**src/hw/rtl/tgap_pkg.sv**
```systemverilog
// Shared types and constants for the TGA pixel to RGBA8888 converter.
// Used by tgap_fetch, tgap_convert and tga_pixel_to_rgba_unit; no dependencies.
package tgap_pkg;

  typedef struct packed {
    logic        opcode;
    logic [7:0]  entry_index;
    logic [31:0] data_word;
    logic        last_pixel;
  } tgap_in_t;

  typedef struct packed {
    logic [7:0] red;
    logic [7:0] green;
    logic [7:0] blue;
    logic [7:0] alpha;
    logic [7:0] mask_alpha;
    logic [1:0] status;
    logic       end_of_image;
  } tgap_out_t;

  // Pixel held between the fetch stage and the converter
  typedef struct packed {
    logic [31:0] word;     // pixel bytes, offset already applied
    logic        last;
    logic        oob;      // palette index at or past PALETTE_ENTRIES
  } tgap_stage_t;

  // Configuration held by the top level
  typedef struct packed {
    logic [7:0] image_type;
    logic [1:0] pixel_depth;
    logic [1:0] palette_depth;
    logic [7:0] index_offset;
  } tgap_cfg_t;

  localparam logic [1:0] CFG_IMAGE_TYPE    = 2'd0;
  localparam logic [1:0] CFG_PIXEL_DEPTH   = 2'd1;
  localparam logic [1:0] CFG_PALETTE_DEPTH = 2'd2;
  localparam logic [1:0] CFG_INDEX_OFFSET  = 2'd3;

  localparam logic OP_CONVERT   = 1'b0;
  localparam logic OP_PAL_WRITE = 1'b1;

  localparam logic [1:0] DEPTH_8  = 2'd0;
  localparam logic [1:0] DEPTH_16 = 2'd1;
  localparam logic [1:0] DEPTH_24 = 2'd2;
  localparam logic [1:0] DEPTH_32 = 2'd3;

  localparam logic [1:0] PDEPTH_15 = 2'd0;
  localparam logic [1:0] PDEPTH_16 = 2'd1;
  localparam logic [1:0] PDEPTH_24 = 2'd2;
  localparam logic [1:0] PDEPTH_32 = 2'd3;

  localparam logic [7:0] TYPE_PAL      = 8'd1;
  localparam logic [7:0] TYPE_TRUE     = 8'd2;
  localparam logic [7:0] TYPE_GRAY     = 8'd3;
  localparam logic [7:0] TYPE_PAL_RLE  = 8'd9;
  localparam logic [7:0] TYPE_TRUE_RLE = 8'd10;
  localparam logic [7:0] TYPE_GRAY_RLE = 8'd11;

  localparam logic [1:0] ST_OK        = 2'd0;
  localparam logic [1:0] ST_BAD_DEPTH = 2'd1;
  localparam logic [1:0] ST_BAD_TYPE  = 2'd2;

  localparam logic [7:0]  ALPHA_OPAQUE = 8'hFF;
  localparam logic [4:0]  FIELD_MASK5  = 5'h1F;
  localparam logic [15:0] PAL_ALPHA_BIT = 16'h8000;

endpackage

```
**src/hw/rtl/tgap_convert.sv**
```systemverilog
// Color conversion stage: turns a held pixel and its palette entry into an
// RGBA8888 beat and keeps it in the output register. Depends on tgap_pkg.
module tgap_convert
  import tgap_pkg::*;
(
  input  logic        clk_i,
  input  logic        rst_ni,
  input  tgap_cfg_t   cfg_i,
  input  logic        st_valid_i,
  input  tgap_stage_t st_data_i,
  input  logic [31:0] pal_rdata_i,
  output logic        st_take_o,
  output logic        out_valid_o,
  input  logic        out_ready_i,
  output tgap_out_t   out_data_o
);

  logic      out_valid_q, out_valid_d;
  tgap_out_t out_data_q, out_data_d;
  tgap_out_t res;
  logic [31:0] w;
  logic [31:0] pe;

  assign st_take_o = st_valid_i && (!out_valid_q || out_ready_i);
  assign w  = st_data_i.word;
  assign pe = st_data_i.oob ? 32'd0 : pal_rdata_i;

  always_comb begin
    res = '0;
    res.end_of_image = st_data_i.last;
    unique case (cfg_i.image_type) inside
      TYPE_GRAY, TYPE_GRAY_RLE: begin
        if (cfg_i.pixel_depth == DEPTH_8 || cfg_i.pixel_depth == DEPTH_16) begin
          res.red   = w[7:0];
          res.green = w[7:0];
          res.blue  = w[7:0];
          res.alpha = (cfg_i.pixel_depth == DEPTH_16) ? w[15:8] : ALPHA_OPAQUE;
          res.mask_alpha = res.alpha;
        end else begin
          res.status = ST_BAD_DEPTH;
        end
      end
      TYPE_TRUE, TYPE_TRUE_RLE: begin
        if (cfg_i.pixel_depth == DEPTH_16) begin
          res.red   = {w[14:10] & FIELD_MASK5, 3'b000};
          res.green = {w[9:5] & FIELD_MASK5, 3'b000};
          res.blue  = {w[4:0] & FIELD_MASK5, 3'b000};
          res.alpha = ALPHA_OPAQUE;
          res.mask_alpha = ALPHA_OPAQUE;
        end else if (cfg_i.pixel_depth == DEPTH_24 || cfg_i.pixel_depth == DEPTH_32) begin
          res.red   = w[23:16];
          res.green = w[15:8];
          res.blue  = w[7:0];
          res.alpha = (cfg_i.pixel_depth == DEPTH_32) ? w[31:24] : ALPHA_OPAQUE;
          res.mask_alpha = res.alpha;
        end else begin
          res.status = ST_BAD_DEPTH;
        end
      end
      TYPE_PAL, TYPE_PAL_RLE: begin
        if (cfg_i.pixel_depth == DEPTH_8) begin
          res.mask_alpha = ALPHA_OPAQUE;
          if (cfg_i.palette_depth == PDEPTH_24 || cfg_i.palette_depth == PDEPTH_32) begin
            res.red   = pe[23:16];
            res.green = pe[15:8];
            res.blue  = pe[7:0];
            res.alpha = (cfg_i.palette_depth == PDEPTH_32) ? pe[31:24] : ALPHA_OPAQUE;
          end else begin
            res.red   = {pe[14:10], 3'b000};
            res.green = {pe[9:5], 3'b000};
            res.blue  = {pe[4:0], 3'b000};
            // 16-bit entries carry a transparency bit; 15-bit ones do not
            res.alpha = (cfg_i.palette_depth == PDEPTH_16 &&
                         (pe[15:0] & PAL_ALPHA_BIT) != 16'd0) ? 8'd0 : ALPHA_OPAQUE;
          end
        end else begin
          res.status = ST_BAD_DEPTH;
        end
      end
      default: begin
        res.status = ST_BAD_TYPE;
      end
    endcase
  end

  always_comb begin
    out_valid_d = out_valid_q;
    out_data_d  = out_data_q;
    if (out_ready_i) begin
      out_valid_d = 1'b0;
    end
    if (st_take_o) begin
      out_valid_d = 1'b1;
      out_data_d  = res;
    end
  end

  always_ff @(posedge clk_i or negedge rst_ni) begin
    if (!rst_ni) begin
      out_valid_q <= 1'b0;
    end else begin
      out_valid_q <= out_valid_d;
    end
  end

  always_ff @(posedge clk_i) begin
    out_data_q <= out_data_d;
  end

  assign out_valid_o = out_valid_q;
  assign out_data_o  = out_data_q;

endmodule
```
**config.mk**
```make
export PLATFORM = sky130hd
export DESIGN_NAME = tgap_convert
export DESIGN_NICKNAME = d
export VERILOG_FILES = /design/src/hw/rtl/tgap_pkg.sv /design/src/hw/rtl/tgap_convert.sv
export SDC_FILE = /design/constraint.sdc
export NUM_CORES = 1
export LEC_CHECK = 0
export CORE_ASPECT_RATIO = 1.25
export CORE_MARGIN = 3
export CORE_UTILIZATION = 57
export CTS_CLUSTER_DIAMETER = 100
export CTS_CLUSTER_SIZE = 14
export DETAILED_ROUTE_END_ITERATION = 16
export DONT_BUFFER_PORTS = 1
export PLACE_DENSITY_LB_ADDON = 0.08
export REMOVE_ABC_BUFFERS = 1
export SYNTH_ARGS = -nofsm -noshare
export SYNTH_HDL_FRONTEND = slang
export SYNTH_SLANG_ARGS = --single-unit
```
**constraint.sdc**
```tcl
create_clock -name clk_i -period 1.97 [get_ports clk_i]
set_clock_uncertainty 0.15 [all_clocks]
set_input_delay 0.0985 -clock clk_i [delete_from_list [all_inputs] [get_ports clk_i]]
set_output_delay 0.0985 -clock clk_i [all_outputs]
set_load 0.005 [all_outputs]
```
==> impl_results.md, run 1 <==
* Vias in the first global route at 2356
* Startpoint of the most critical register-to-register path: out_valid_o$_DFFE_PN0P_
* Clock input transition at the sequential cells of the worst setup and hold paths at 0.10 ns
* Critical Path Start Type: input port
* Net Sw Frac at 25.3%
* Number of remaining DRC errors at 0
* # port buffers at 0
* Number of nets in the final layout at 382
* Fmax at 511 MHz
* End of the worst hold path: out_data_o[8]$_DFFE_PP_
* Smallest hold slack at -0.00312 ns
* Post-place instance area at 0.00247 mm2
* Clk sink count at 44
* # rows at 25
* Fraction of synthesized cell area taken by the top area cell type at 53.6%
* Die extent in y at 78.7 um
* ANT cells at 0
* Fin crit period at 1.96 ns
* Total non-filler cell area in the finished layout at 0.00350 mm2
* Dominant cells by area after synthesis: sky130_fd_sc_hd__edfxtp_1 (54%), sky130_fd_sc_hd__mux2i_1 (6.2%), sky130_fd_sc_hd__o22ai_1 (3.9%)
* Yosys top cell by area: sky130_fd_sc_hd__edfxtp_1
* Routed metal-1 wirelength at 2.74 mm
* Data required time of the critical path at 1.94 ns
* Maximum fanout along the worst path at 8
* Max-slew violation count at 0
* Number of antenna violations at the first check in global routing at 0
* Capturing point of the worst reg2reg path: out_data_o[0]$_DFFE_PP_
* Gp weighted congestion at 0.833
* Sequential Power Share at 54.7%
* Cell internal power dissipation at 1.48 mW
* First-pass DRT Iterations at 6
* Number of warnings issued by yosys at 0
* Switching power of the nets at 0.504 mW
* Fraction of layout cells with a size suffix above 1 at 8.87%
* Met3 wire length at 973 um
* Finish-stage setup viols at 0
* Register bit total from synthesis at 44
* Number of CTS-inserted buffers at 5
* Failing checks: hold timing
* Root cell of the clock tree: sky130_fd_sc_hd__clkbuf_8
* Setup TNS Final at 0 ns
* Total core area at 0.00391 mm2
* Count of flip-flops with a built-in enable after synthesis at 43
* Count of mapped cells out of synthesis at 198
* Drt total wl at 8.69 mm
* Most frequent standard cell in the layout excluding fill and tap cells: sky130_fd_sc_hd__dlygate4sd3_1
* Setup repair after global routing missed its margin: true
* Hold depth at 3
* GR Overflow Total at 0
* Measured slew at the worst slew-check pin at 0.698 ns
* TritonCTS clock tree: done
* Top-level I/O count at 135
* Commonest cells after routing, fill and taps aside: sky130_fd_sc_hd__dlygate4sd3_1 (91), sky130_fd_sc_hd__edfxtp_1 (43), sky130_fd_sc_hd__o21ai_0 (15), sky130_fd_sc_hd__mux2i_1 (15), sky130_fd_sc_hd__o22ai_1 (15)
* Endpoint arrival time on the critical path at 1.93 ns
* Initial Utilization at 61.6%
* Number of design-rule violations left by the first detailed-router iteration at 346
* Cell count of the worst reg-to-reg path at 3
* Peak VDD IR at 0.000359 V
* Count of distinct cell types in the synthesized netlist at 40
* Launch point of the worst hold path: cfg_i[12]
* Via count at 2395
* Die width at 64.2 um
* Final number of hold-violating endpoints at 1
* Maximum number of pins on one net before global-route repair at 45
* Per-instance average area after synthesis at 12.2 um2
* Element type at the critical path end: flip-flop
* Total standard cell area after synthesis at 0.00241 mm2
* Min-Delay Path Class: input port to flip-flop
* Leakage power figure at 1.32 nW
* Maximum level of the CTS H-tree at 2
* Combinational share of power at 15.2%
* Post-synth ARST share at 2.27%
* Most used flip-flop cell after synthesis: sky130_fd_sc_hd__edfxtp_1
* Vias per cell at 6.90
* R2r setup slk at 0.54 ns
* Wire length of the first global-routing pass at 13.0 mm
* Clock group share of total power at 30.1%
* Maximum root-to-sink buffer count at 2
* Met2 Wirelength at 4.58 mm
* Source-to-sink clock delay at the later pin of the worst-skew pair at 0.30 ns
* Sequential cell area fraction in the yosys report at 54.6%
* Number of nets still failing antenna checks after routing at 0
* Post-DP HPWL at 4.65 mm
* Area overhead of the layout relative to synthesis at 45.1%
* Share of the cycle needed by the critical path after routing at 99.3%
* Gr usage total at 33.9%
* Top routing layer in use: met4
* Overall die area at 0.00505 mm2
* Power density over the cells at 569 mW/mm2
* Max-cap violation count at 0
* Routed wire length per instance at 25.0 um
* Outcome: finished with violations
* Headroom to the max-slew limit at 53.3%
* Setup Crit Path Kind: input port to flip-flop
## critical path, cell delays in order
cell and delay, ns:
sky130_fd_sc_hd__or4_4 0.55, sky130_fd_sc_hd__nor3_4 0.34, sky130_fd_sc_hd__o211ai_1 0.17, sky130_fd_sc_hd__dlygate4sd3_1 0.62
sky130_fd_sc_hd__o21ai_0 0.15
## cell type report
type,count,area [um2]
repair buffers,97,968
clock inverters,3,23.8
flip-flops and latches,44,1320
inverters,4,15.0
multi-input cells,140,1040
well taps,54,67.6
clock buffers,5,68.8
fillers,156,413
## per-stage QoR
stage | hold WS (ns) | total power, mW | std cells | setup slack (ns) | util [%]
2_1_floorplan | -0.347 | 1.21 | 188 | -0.125 | -
3_3_place_gp | -0.347 | 1.24 | 246 | 0.373 | 63.2
3_5_place_dp | -0.347 | 1.25 | 246 | 0.321 | 63.2
4_1_cts | 0.00106 | 1.95 | 345 | 0.104 | 88.9
5_1_grt | 0.00549 | 2.05 | 347 | -0.0135 | 89.4
6_report | -0.00312 | 1.99 | 347 | 0.0141 | 89.4
## timing repair
action,in CTS,in global routing
gates resized for setup,0,1
hold buffers,91,0
endpoints found under the setup margin,0,5
setup buffers,0,2
hold endpoints to repair,45,0
## registers in the layout, summed over array words and instances, names as in the netlist
register,count
out_data_o,43
out_valid_o,1
## power by group through the flow
stage          Combinational, mW  Clock (mW)  Sequential (mW)
6_report                   0.302       0.599             1.09
5_1_grt                    0.318       0.645             1.09
3_5_place_dp               0.137           0             1.11
4_1_cts                    0.280       0.582             1.09
2_1_floorplan              0.106           0             1.10
3_3_place_gp               0.133           0             1.11
## cells in the mapped netlist, drive strengths merged, types with 3 or more instances
master	n
nand2b	3
inv	3
and2	7
a221oi	10
a32o	3
clkbuf	7
buf	3
o211ai	8
nor2	3
mux2i	15
nor2b	9
a22oi	5
edfxtp	43
a21oi	9
nand2	11
and3	3
a221o	6
o22ai	15
o21ai	18
## worst max path at each step
stage                                        from                  endpoint  slack (ns)  depth (start not counted)
after floorplan           out_valid_o$_DFFE_PN0P_   out_data_o[0]$_DFFE_PP_       -0.13                          2
after global placement                  cfg_i[12]  out_data_o[23]$_DFFE_PP_        0.37                          5
after detailed placement                cfg_i[12]  out_data_o[23]$_DFFE_PP_        0.32                          5
after CTS                               cfg_i[12]  out_data_o[23]$_DFFE_PP_        0.10                          6
after global routing                    cfg_i[17]  out_data_o[17]$_DFFE_PP_       -0.01                          5
final                                   cfg_i[17]  out_data_o[11]$_DFFE_PP_        0.01                          5
## kinds of logic after synthesis
group                  after synthesis  share of synthesized area (%)
AO/OA/AOI/OAI                       76                           21.7
XOR/XNOR                             1                          0.364
buffers and inverters               14                           2.70
flip-flops                          44                           54.6
multiplexers                        15                           6.23
AND/OR/NAND/NOR                     48                           14.4
## layer usage
layer	up-vias	GRT usage, %
met5	-	0
met4	0	11.8
met3	42	9.05
met2	226	61.9
met1	1128	37.5
li1	999	-
Note: power is estimated with default switching activity, not from simulation.
==> inputs of run 2 (changes only) <==
ABC_AREA = 1   (was not set)
CORE_UTILIZATION = 58   (was 57)
==> run 2 against run 1 <==
  * The run now ends clean
  * Die area increased by 21%
  * Count of clock-buffer cells in the layout increased by 1
  * Sequential power about the same
  * Worst hold slack improved by 0.0045 ns
  * Flip-flop and latch count unchanged
  * Combinational power decreased by 4%
  * Area after synthesis increased by 26%
  * Maximum frequency increased by 8.8%
  * Global-route usage decreased by 4.9 points
  * Largest power group unchanged
==> impl_results.md, run 2 <==
* Outcome: finished, final reports clean
* Top-level I/O count at 135 (unchanged)
* Routed metal-1 wirelength at 3.25 mm (+18%)
* Peak VDD IR at 0.000396 V (+10%)
* Post-route setup slack at 0.173 ns (+0.159 ns)
* Fmax at 556 MHz (+8.8%)
* Vias in the first global route at 2908 (+23%)
* Met3 wire length at 1.04 mm (+7.0%)
* CP Buf/Inv Count at 2 (+1)
* Count of flip-flops with a built-in enable after synthesis at 43 (unchanged)
* Via count at 2990 (+25%)
* Post-DP HPWL at 5.70 mm (+23%)
* Max-slew violation count at 0 (unchanged)
* Most used flip-flop cell after synthesis: sky130_fd_sc_hd__edfxtp_1
* Share of the cycle needed by the critical path after routing at 91.2% (-8.1 points)
* Master of the slowest instance on the critical path: sky130_fd_sc_hd__dlygate4sd3_1
* Cell with the most instances after synthesis: sky130_fd_sc_hd__nand2_1
* Most frequent cells after synthesis: sky130_fd_sc_hd__nand2_1 (133), sky130_fd_sc_hd__nand3_1 (67), sky130_fd_sc_hd__edfxtp_1 (43)
* Fraction of layout cells with a size suffix above 1 at 7.33% (-1.5 points)
* Clock input transition at the sequential cells of the worst setup and hold paths at 0.09 ns (about the same)
* Number of CTS-inserted buffers at 5 (unchanged)
* Number of remaining DRC errors at 0 (unchanged)
* Wire length of the first global-routing pass at 14.1 mm (+8.9%)
* R2r setup slk at 0.55 ns (about the same)
* Final number of hold-violating endpoints at 0 (-1)
* Maximum fanout along the worst path at 20 (+12)
* Final design utilization at 71.7% (-18 points)
* Setup TNS Final at 0 ns (unchanged)
* Largest stage delay on the critical path at 0.97 ns (+0.35 ns)
* Capturing point of the worst reg2reg path: out_valid_o$_DFFE_PN0P_
* Area overhead of the layout relative to synthesis at 16.2%
* Endpoint arrival time on the critical path at 1.69 ns (-0.24 ns)
* Number of antenna violations at the first check in global routing at 0 (unchanged)
* Startpoint of the most critical register-to-register path: out_valid_o$_DFFE_PN0P_
* Vias per cell at 5.85 (-15%)
* Total standard cell area after synthesis at 0.00303 mm2 (+26%)
* Drt total wl at 8.70 mm (+0.13%)
* Fraction of synthesized cell area taken by the top area cell type at 42.6% (-11 points)
* Fin crit period at 1.80 ns (-0.159 ns)
* Maximum root-to-sink buffer count at 2 (unchanged)
* Cell count of the worst reg-to-reg path at 3 (unchanged)
* Die extent in y at 86.8 um (+10%)
* Net Sw Frac at 26.1% (+0.81 points)
* Number of nets still failing antenna checks after routing at 0 (unchanged)
* Stages on the worst setup path at 6 (+1)
* Count of distinct cell types in the synthesized netlist at 24 (-40%)
* Leakage power figure at 1.62 nW (+23%)
* Top routing layer in use: met4
* Critical path destination: out_data_o[33]$_DFFE_PP_
* Setup crit start: cfg_i[11]
* CP cell instances: dlygate4sd3_1 > nor2_4 > inv_1 > nand2_1 > nand3_1 > nand3_1
* Routed wire length per instance at 17.0 um (-32%)
* Total core area at 0.00490 mm2 (+25%)
* Yosys top cell by area: sky130_fd_sc_hd__edfxtp_1
* Overall die area at 0.00613 mm2 (+21%)
* Combinational share of power at 15.0% (-0.2 points)
* # rows at 28 (+12%)
* Headroom to the max-slew limit at 54.8% (+1.5 points)
* Largest register FFs at 43 (unchanged)
* Switching power of the nets at 0.507 mW (+0.60%)
* Most frequent CP cell: sky130_fd_sc_hd__nand3_1
* Register bit total from synthesis at 44 (unchanged)
* Max-cap violation count at 0 (unchanged)
* Dominant cells by area after synthesis: sky130_fd_sc_hd__edfxtp_1 (43%), sky130_fd_sc_hd__nand2_1 (16%), sky130_fd_sc_hd__nand3_1 (11%)
* Die width at 70.6 um (+10%)
* Critical Path Start Type: input port
* Maximum number of pins on one net before global-route repair at 45 (unchanged)
* TritonCTS clock tree: done
* Commonest cells after routing, fill and taps aside: sky130_fd_sc_hd__nand2_1 (133), sky130_fd_sc_hd__nand3_1 (67), sky130_fd_sc_hd__edfxtp_1 (43)
* Root cell of the clock tree: sky130_fd_sc_hd__clkbuf_8
* Clk sink count at 44 (unchanged)
* Measured slew at the worst slew-check pin at 0.676 ns (-0.0220 ns)
* # port buffers at 0 (unchanged)
* First-pass DRT Iterations at 5 (-1)
* Min-Delay Path Class: input port to flip-flop
* Per-instance average area after synthesis at 7.23 um2 (-41%)
* Post-synth ARST share at 2.27% (unchanged)
* Initial Utilization at 61.8% (+0.13 points)
* Number of nets in the final layout at 539 (+41%)
* Maximum level of the CTS H-tree at 2 (unchanged)
* Worst slack at placement at 0.483 ns (+0.162 ns)
* Most frequent standard cell in the layout excluding fill and tap cells: sky130_fd_sc_hd__nand2_1
* Sequential Power Share at 56.1% (+1.4 points)
* Setup repair after global routing missed its margin: false
* Gr usage total at 29.0% (-4.9 points)
* Setup Crit Path Kind: input port to flip-flop
* Source-to-sink clock delay at the later pin of the worst-skew pair at 0.30 ns (about the same)
* Data required time of the critical path at 1.86 ns (-0.08 ns)
* Cell internal power dissipation at 1.43 mW (-3.6%)
* Clock group share of total power at 28.9% (-1.2 points)
* Met2 Wirelength at 4.18 mm (-8.7%)
* GR Overflow Total at 0 (unchanged)
* Count of mapped cells out of synthesis at 419 (+110%)
* Number of design-rule violations left by the first detailed-router iteration at 300 (-13%)
* Number of warnings issued by yosys at 0 (unchanged)
* Element type at the critical path end: flip-flop
* Cell family with the largest share of critical-path delay: buffers and inverters
* Power density over the cells at 551 mW/mm2 (-3.1%)
* Sequential cell area fraction in the yosys report at 43.5% (-11 points)
* Finish-stage setup viols at 0 (unchanged)
* Launch point of the worst hold path: pal_rdata_i[17]
* Gp weighted congestion at 0.900 (+8.0%)
* Smallest hold slack at 0.00140 ns (+0.00453 ns)
run 2: cell types whose count changed after synthesis, moves of 15 or more:
| cell | change |
|---|---|
| sky130_fd_sc_hd__nor2_1 | +40 |
| sky130_fd_sc_hd__o22ai_1 | -15 |
| sky130_fd_sc_hd__nand2_1 | +123 |
| sky130_fd_sc_hd__nand3_1 | +67 |
| sky130_fd_sc_hd__mux2i_1 | -15 |
| sky130_fd_sc_hd__inv_1 | +39 |
run 2: worst min path at each step:
stage	endpoint	slack, ns	depth (start not counted)
after floorplan	out_valid_o$_DFFE_PN0P_	-0.35	0
after global placement	out_valid_o$_DFFE_PN0P_	-0.35	0
after detailed placement	out_valid_o$_DFFE_PN0P_	-0.35	0
after CTS	out_data_o[36]$_DFFE_PP_	0.002	4
after global routing	out_data_o[12]$_DFFE_PP_	0.01	4
final	out_data_o[36]$_DFFE_PP_	0.001	4
run 2: repair_timing:
| action | in CTS | in global routing |
|---|---|---|
| setup buffers | 0 | 0 |
| hold buffers | 39 | 0 |
| hold endpoints to repair | 30 | 0 |
| gates resized for setup | 0 | 0 |
run 2: kinds of logic (layout without fill, tap and decap cells):
family	after synthesis	in the layout	share of synthesized area, %
and+or+nand+nor	265	265	38.7
AOI/OAI and AO/OA	38	38	6.40
other	0	1	0
buffers and inverters	72	103	11.4
DFF	44	44	43.5
run 2: area by class of cell:
type,instances,area (um2)
fill,412,1390
antenna,1,2.50
multi-input combinational,303,1380
clock inverter,2,11.3
inverter,47,179
timing repair buffer,48,483
tap,60,75.1
sequential,44,1320
clock buffer,6,72.6
run 2: stage by stage:
stage,cell area (um2),cells,power [mW]
6_report,3520,511,1.94
3_3_place_gp,3040,463,1.31
5_1_grt,3520,510,2.03
3_5_place_dp,3040,463,1.32
2_1_floorplan,2860,394,1.26
4_1_cts,3520,510,1.95
run 2: tightest hold or removal path, stage by stage:
cell,delay (ns)
sky130_fd_sc_hd__inv_1,0.02
sky130_fd_sc_hd__nor2_1,0.09
sky130_fd_sc_hd__nand3_1,0.08
sky130_fd_sc_hd__nand3_1,0.06
run 2: metal layers:
layer | vias up | GRT usage [%]
met5 | - | 0
met3 | 22 | 9.51
met4 | 0 | 10.6
met2 | 203 | 48.0
met1 | 1334 | 35.4
li1 | 1431 | -
run 2: power by group through the flow:
stage               registers (mW)  clock network (mW)  logic, mW
global placement              1.11                   0      0.203
global route                  1.09               0.614      0.324
CTS                           1.09               0.576      0.284
detailed placement            1.11                   0      0.209
floorplan                     1.11                   0      0.151
finish                        1.09               0.561      0.290
==> inputs of run 3 (changes only) <==
ABC_AREA = 0   (was 1)
CORE_UTILIZATION = 48   (was 58)
==> run 3 against run 2 <==
  * Utilization rose by 0.79 points
  * Register-to-register slack got worse by 0.08 ns
  * Die area fell by 3.6%
  * Sequential share of layout area rose by 0.40 points
  * Critical path type unchanged
  * Critical endpoint is now out_data_o[35]$_DFFE_PP_
  * Highest routed layer unchanged
==> impl_results.md, run 3 (same netlist as run 1, synthesis figures left out) <==
* Outcome: finished, final reports clean
* Fmax at 526 MHz (-5.4%)
* Routed wire length per instance at 22.6 um (+33%)
* Wire length of the first global-routing pass at 12.0 mm (-15%)
* Final number of hold-violating endpoints at 0 (unchanged)
* Die width at 69.4 um (-1.8%)
* GR Overflow Total at 0 (unchanged)
* Master of the slowest instance on the critical path: sky130_fd_sc_hd__dlygate4sd3_1
* Die extent in y at 85.2 um (-1.8%)
* Critical Path Start Type: input port
* Maximum root-to-sink buffer count at 2 (unchanged)
* Number of CTS-inserted buffers at 5 (unchanged)
* Drt total wl at 7.92 mm (-8.9%)
* Power density over the cells at 594 mW/mm2 (+7.9%)
* Maximum fanout along the worst path at 9 (-55%)
* Number of design-rule violations left by the first detailed-router iteration at 243 (-19%)
* Overall die area at 0.00591 mm2 (-3.6%)
* Total core area at 0.00480 mm2 (-2.1%)
* Maximum number of pins on one net before global-route repair at 31 (-31%)
* Clk sink count at 44 (unchanged)
* Largest stage delay on the critical path at 0.56 ns (-0.41 ns)
* Area overhead of the layout relative to synthesis at 44.4%
* Number of antenna violations at the first check in global routing at 0 (unchanged)
* Final design utilization at 72.5% (+0.79 points)
* Vias in the first global route at 2330 (-20%)
* TritonCTS clock tree: done
* Cell family with the largest share of critical-path delay: simple AND/OR/NAND/NOR gates
* Finish-stage setup viols at 0 (unchanged)
* # rows at 28 (unchanged)
* Data required time of the critical path at 1.99 ns (+0.13 ns)
* Peak VDD IR at 0.000426 V (+7.5%)
* Leakage power figure at 1.33 nW (-18%)
* Top-level I/O count at 135 (unchanged)
* # port buffers at 0 (unchanged)
* Stages on the worst setup path at 5 (-1)
* CP Buf/Inv Count at 1 (-1)
* Initial Utilization at 50.2% (-12 points)
* Hold depth at 2 (-2)
* Number of nets still failing antenna checks after routing at 0 (unchanged)
* Filler Cell Count at 353 (-14%)
* Headroom to the max-slew limit at 63.9% (+9.1 points)
* Vias per cell at 6.23 (+6.5%)
* Worst slack at placement at 0.329 ns (-0.154 ns)
* ANT cells at 0 (-1)
* Endpoint arrival time on the critical path at 1.92 ns (+0.23 ns)
* Via count at 2182 (-27%)
* Fraction of layout cells with a size suffix above 1 at 9.31% (+2.0 points)
* Setup TNS Final at 0 ns (unchanged)
* Gr usage total at 26.4% (-2.6 points)
* Min-Delay Path Class: input port to flip-flop
* Share of the cycle needed by the critical path after routing at 96.5% (+5.2 points)
* Post-route setup slack at 0.0696 ns (-0.103 ns)
* Most frequent standard cell in the layout excluding fill and tap cells: sky130_fd_sc_hd__dlygate4sd3_1
* Commonest cells after routing, fill and taps aside: sky130_fd_sc_hd__dlygate4sd3_1 (87), sky130_fd_sc_hd__edfxtp_1 (43), sky130_fd_sc_hd__o21ai_0 (15), sky130_fd_sc_hd__mux2i_1 (15), sky130_fd_sc_hd__o22ai_1 (15)
* Fin crit period at 1.90 ns (+0.103 ns)
* First-pass DRT Iterations at 4 (-1)
* Number of remaining DRC errors at 0 (unchanged)
* Area taken by flip-flops and latches at 0.00132 mm2 (unchanged)
* Largest register FFs at 43 (unchanged)
* Number of nets in the final layout at 379 (-30%)
* Clock input transition at the sequential cells of the worst setup and hold paths at 0.08 ns (about the same)
* Max-slew violation count at 0 (unchanged)
* CP cell instances: nor4_4 > nand4_2 > nor2_2 > a221o_1 > dlygate4sd3_1
* Source-to-sink clock delay at the later pin of the worst-skew pair at 0.30 ns (about the same)
* Multi-input gate area at 0.00103 mm2 (-25%)
* PnR Total Power at 2.07 mW (+6.7%)
* Root cell of the clock tree: sky130_fd_sc_hd__clkbuf_8
* Cell count of the worst reg-to-reg path at 3 (unchanged)
* Post-DP HPWL at 4.94 mm (-13%)
* Max-cap violation count at 0 (unchanged)
* Gp weighted congestion at 0.761 (-15%)
* Element type at the critical path end: flip-flop
* Measured slew at the worst slew-check pin at 0.541 ns (-0.136 ns)
* Setup Crit Path Kind: input port to flip-flop
* Maximum level of the CTS H-tree at 2 (unchanged)
-- run 3: power breakdown --
group	switching [mW]	total [mW]	leakage [nW]	internal, mW
clock	0.318	0.693	0.0541	0.375
combinational	0.123	0.288	0.831	0.165
sequential	0.0211	1.09	0.441	1.07
total	0.462	2.07	1.33	1.61
-- run 3: worst paths after layout --
path,startpoint,end,slack (ns)
worst max-delay path,cfg_i[17],out_data_o[35]$_DFFE_PP_,0.07
worst min-delay path,st_data_i[6],out_data_o[26]$_DFFE_PP_,0.003
worst max register to register,out_valid_o$_DFFE_PN0P_,out_data_o[20]$_DFFE_PP_,0.47
worst min register to register,out_valid_o$_DFFE_PN0P_,out_data_o[1]$_DFFE_PP_,0.87
max in group asynchronous,rst_ni,out_valid_o$_DFFE_PN0P_,1.19
min in group asynchronous,rst_ni,out_valid_o$_DFFE_PN0P_,0.38
-- run 3: routing by layer --
| metal | vias up | wire (um) | GRT usage [%] |
|---|---|---|---|
| li1 | 992 | - | - |
| met1 | 1035 | 2680 | 28.3 |
| met2 | 135 | 4290 | 47.7 |
| met3 | 20 | 761 | 8.53 |
| met4 | 0 | 188 | 10.7 |
| met5 | - | 0 | 0 |
-- run 3: repair_timing --
action	CTS	global route
endpoints found under the setup margin	0	5
endpoints found under the hold margin	45	1
setup buffers	0	0
hold buffers	87	1
gates resized for setup	0	2
-- run 3: through the flow --
step	cell area, um2	cells	hold slack, ns
5_1_grt	3480	350	0.00405
3_5_place_dp	2480	254	-0.347
3_3_place_gp	2480	254	-0.347
4_1_cts	3460	349	0.00202
2_1_floorplan	2360	188	-0.347
6_report	3480	350	0.00278
-- run 3: final cells by class --
type	instances	area share, %
sequential	44	37.8
multi-input combinational	140	29.7
timing repair buffer	94	26.7
tap	60	2.16
clock buffer	5	1.98
clock inverter	3	1.22
inverter	4	0.431
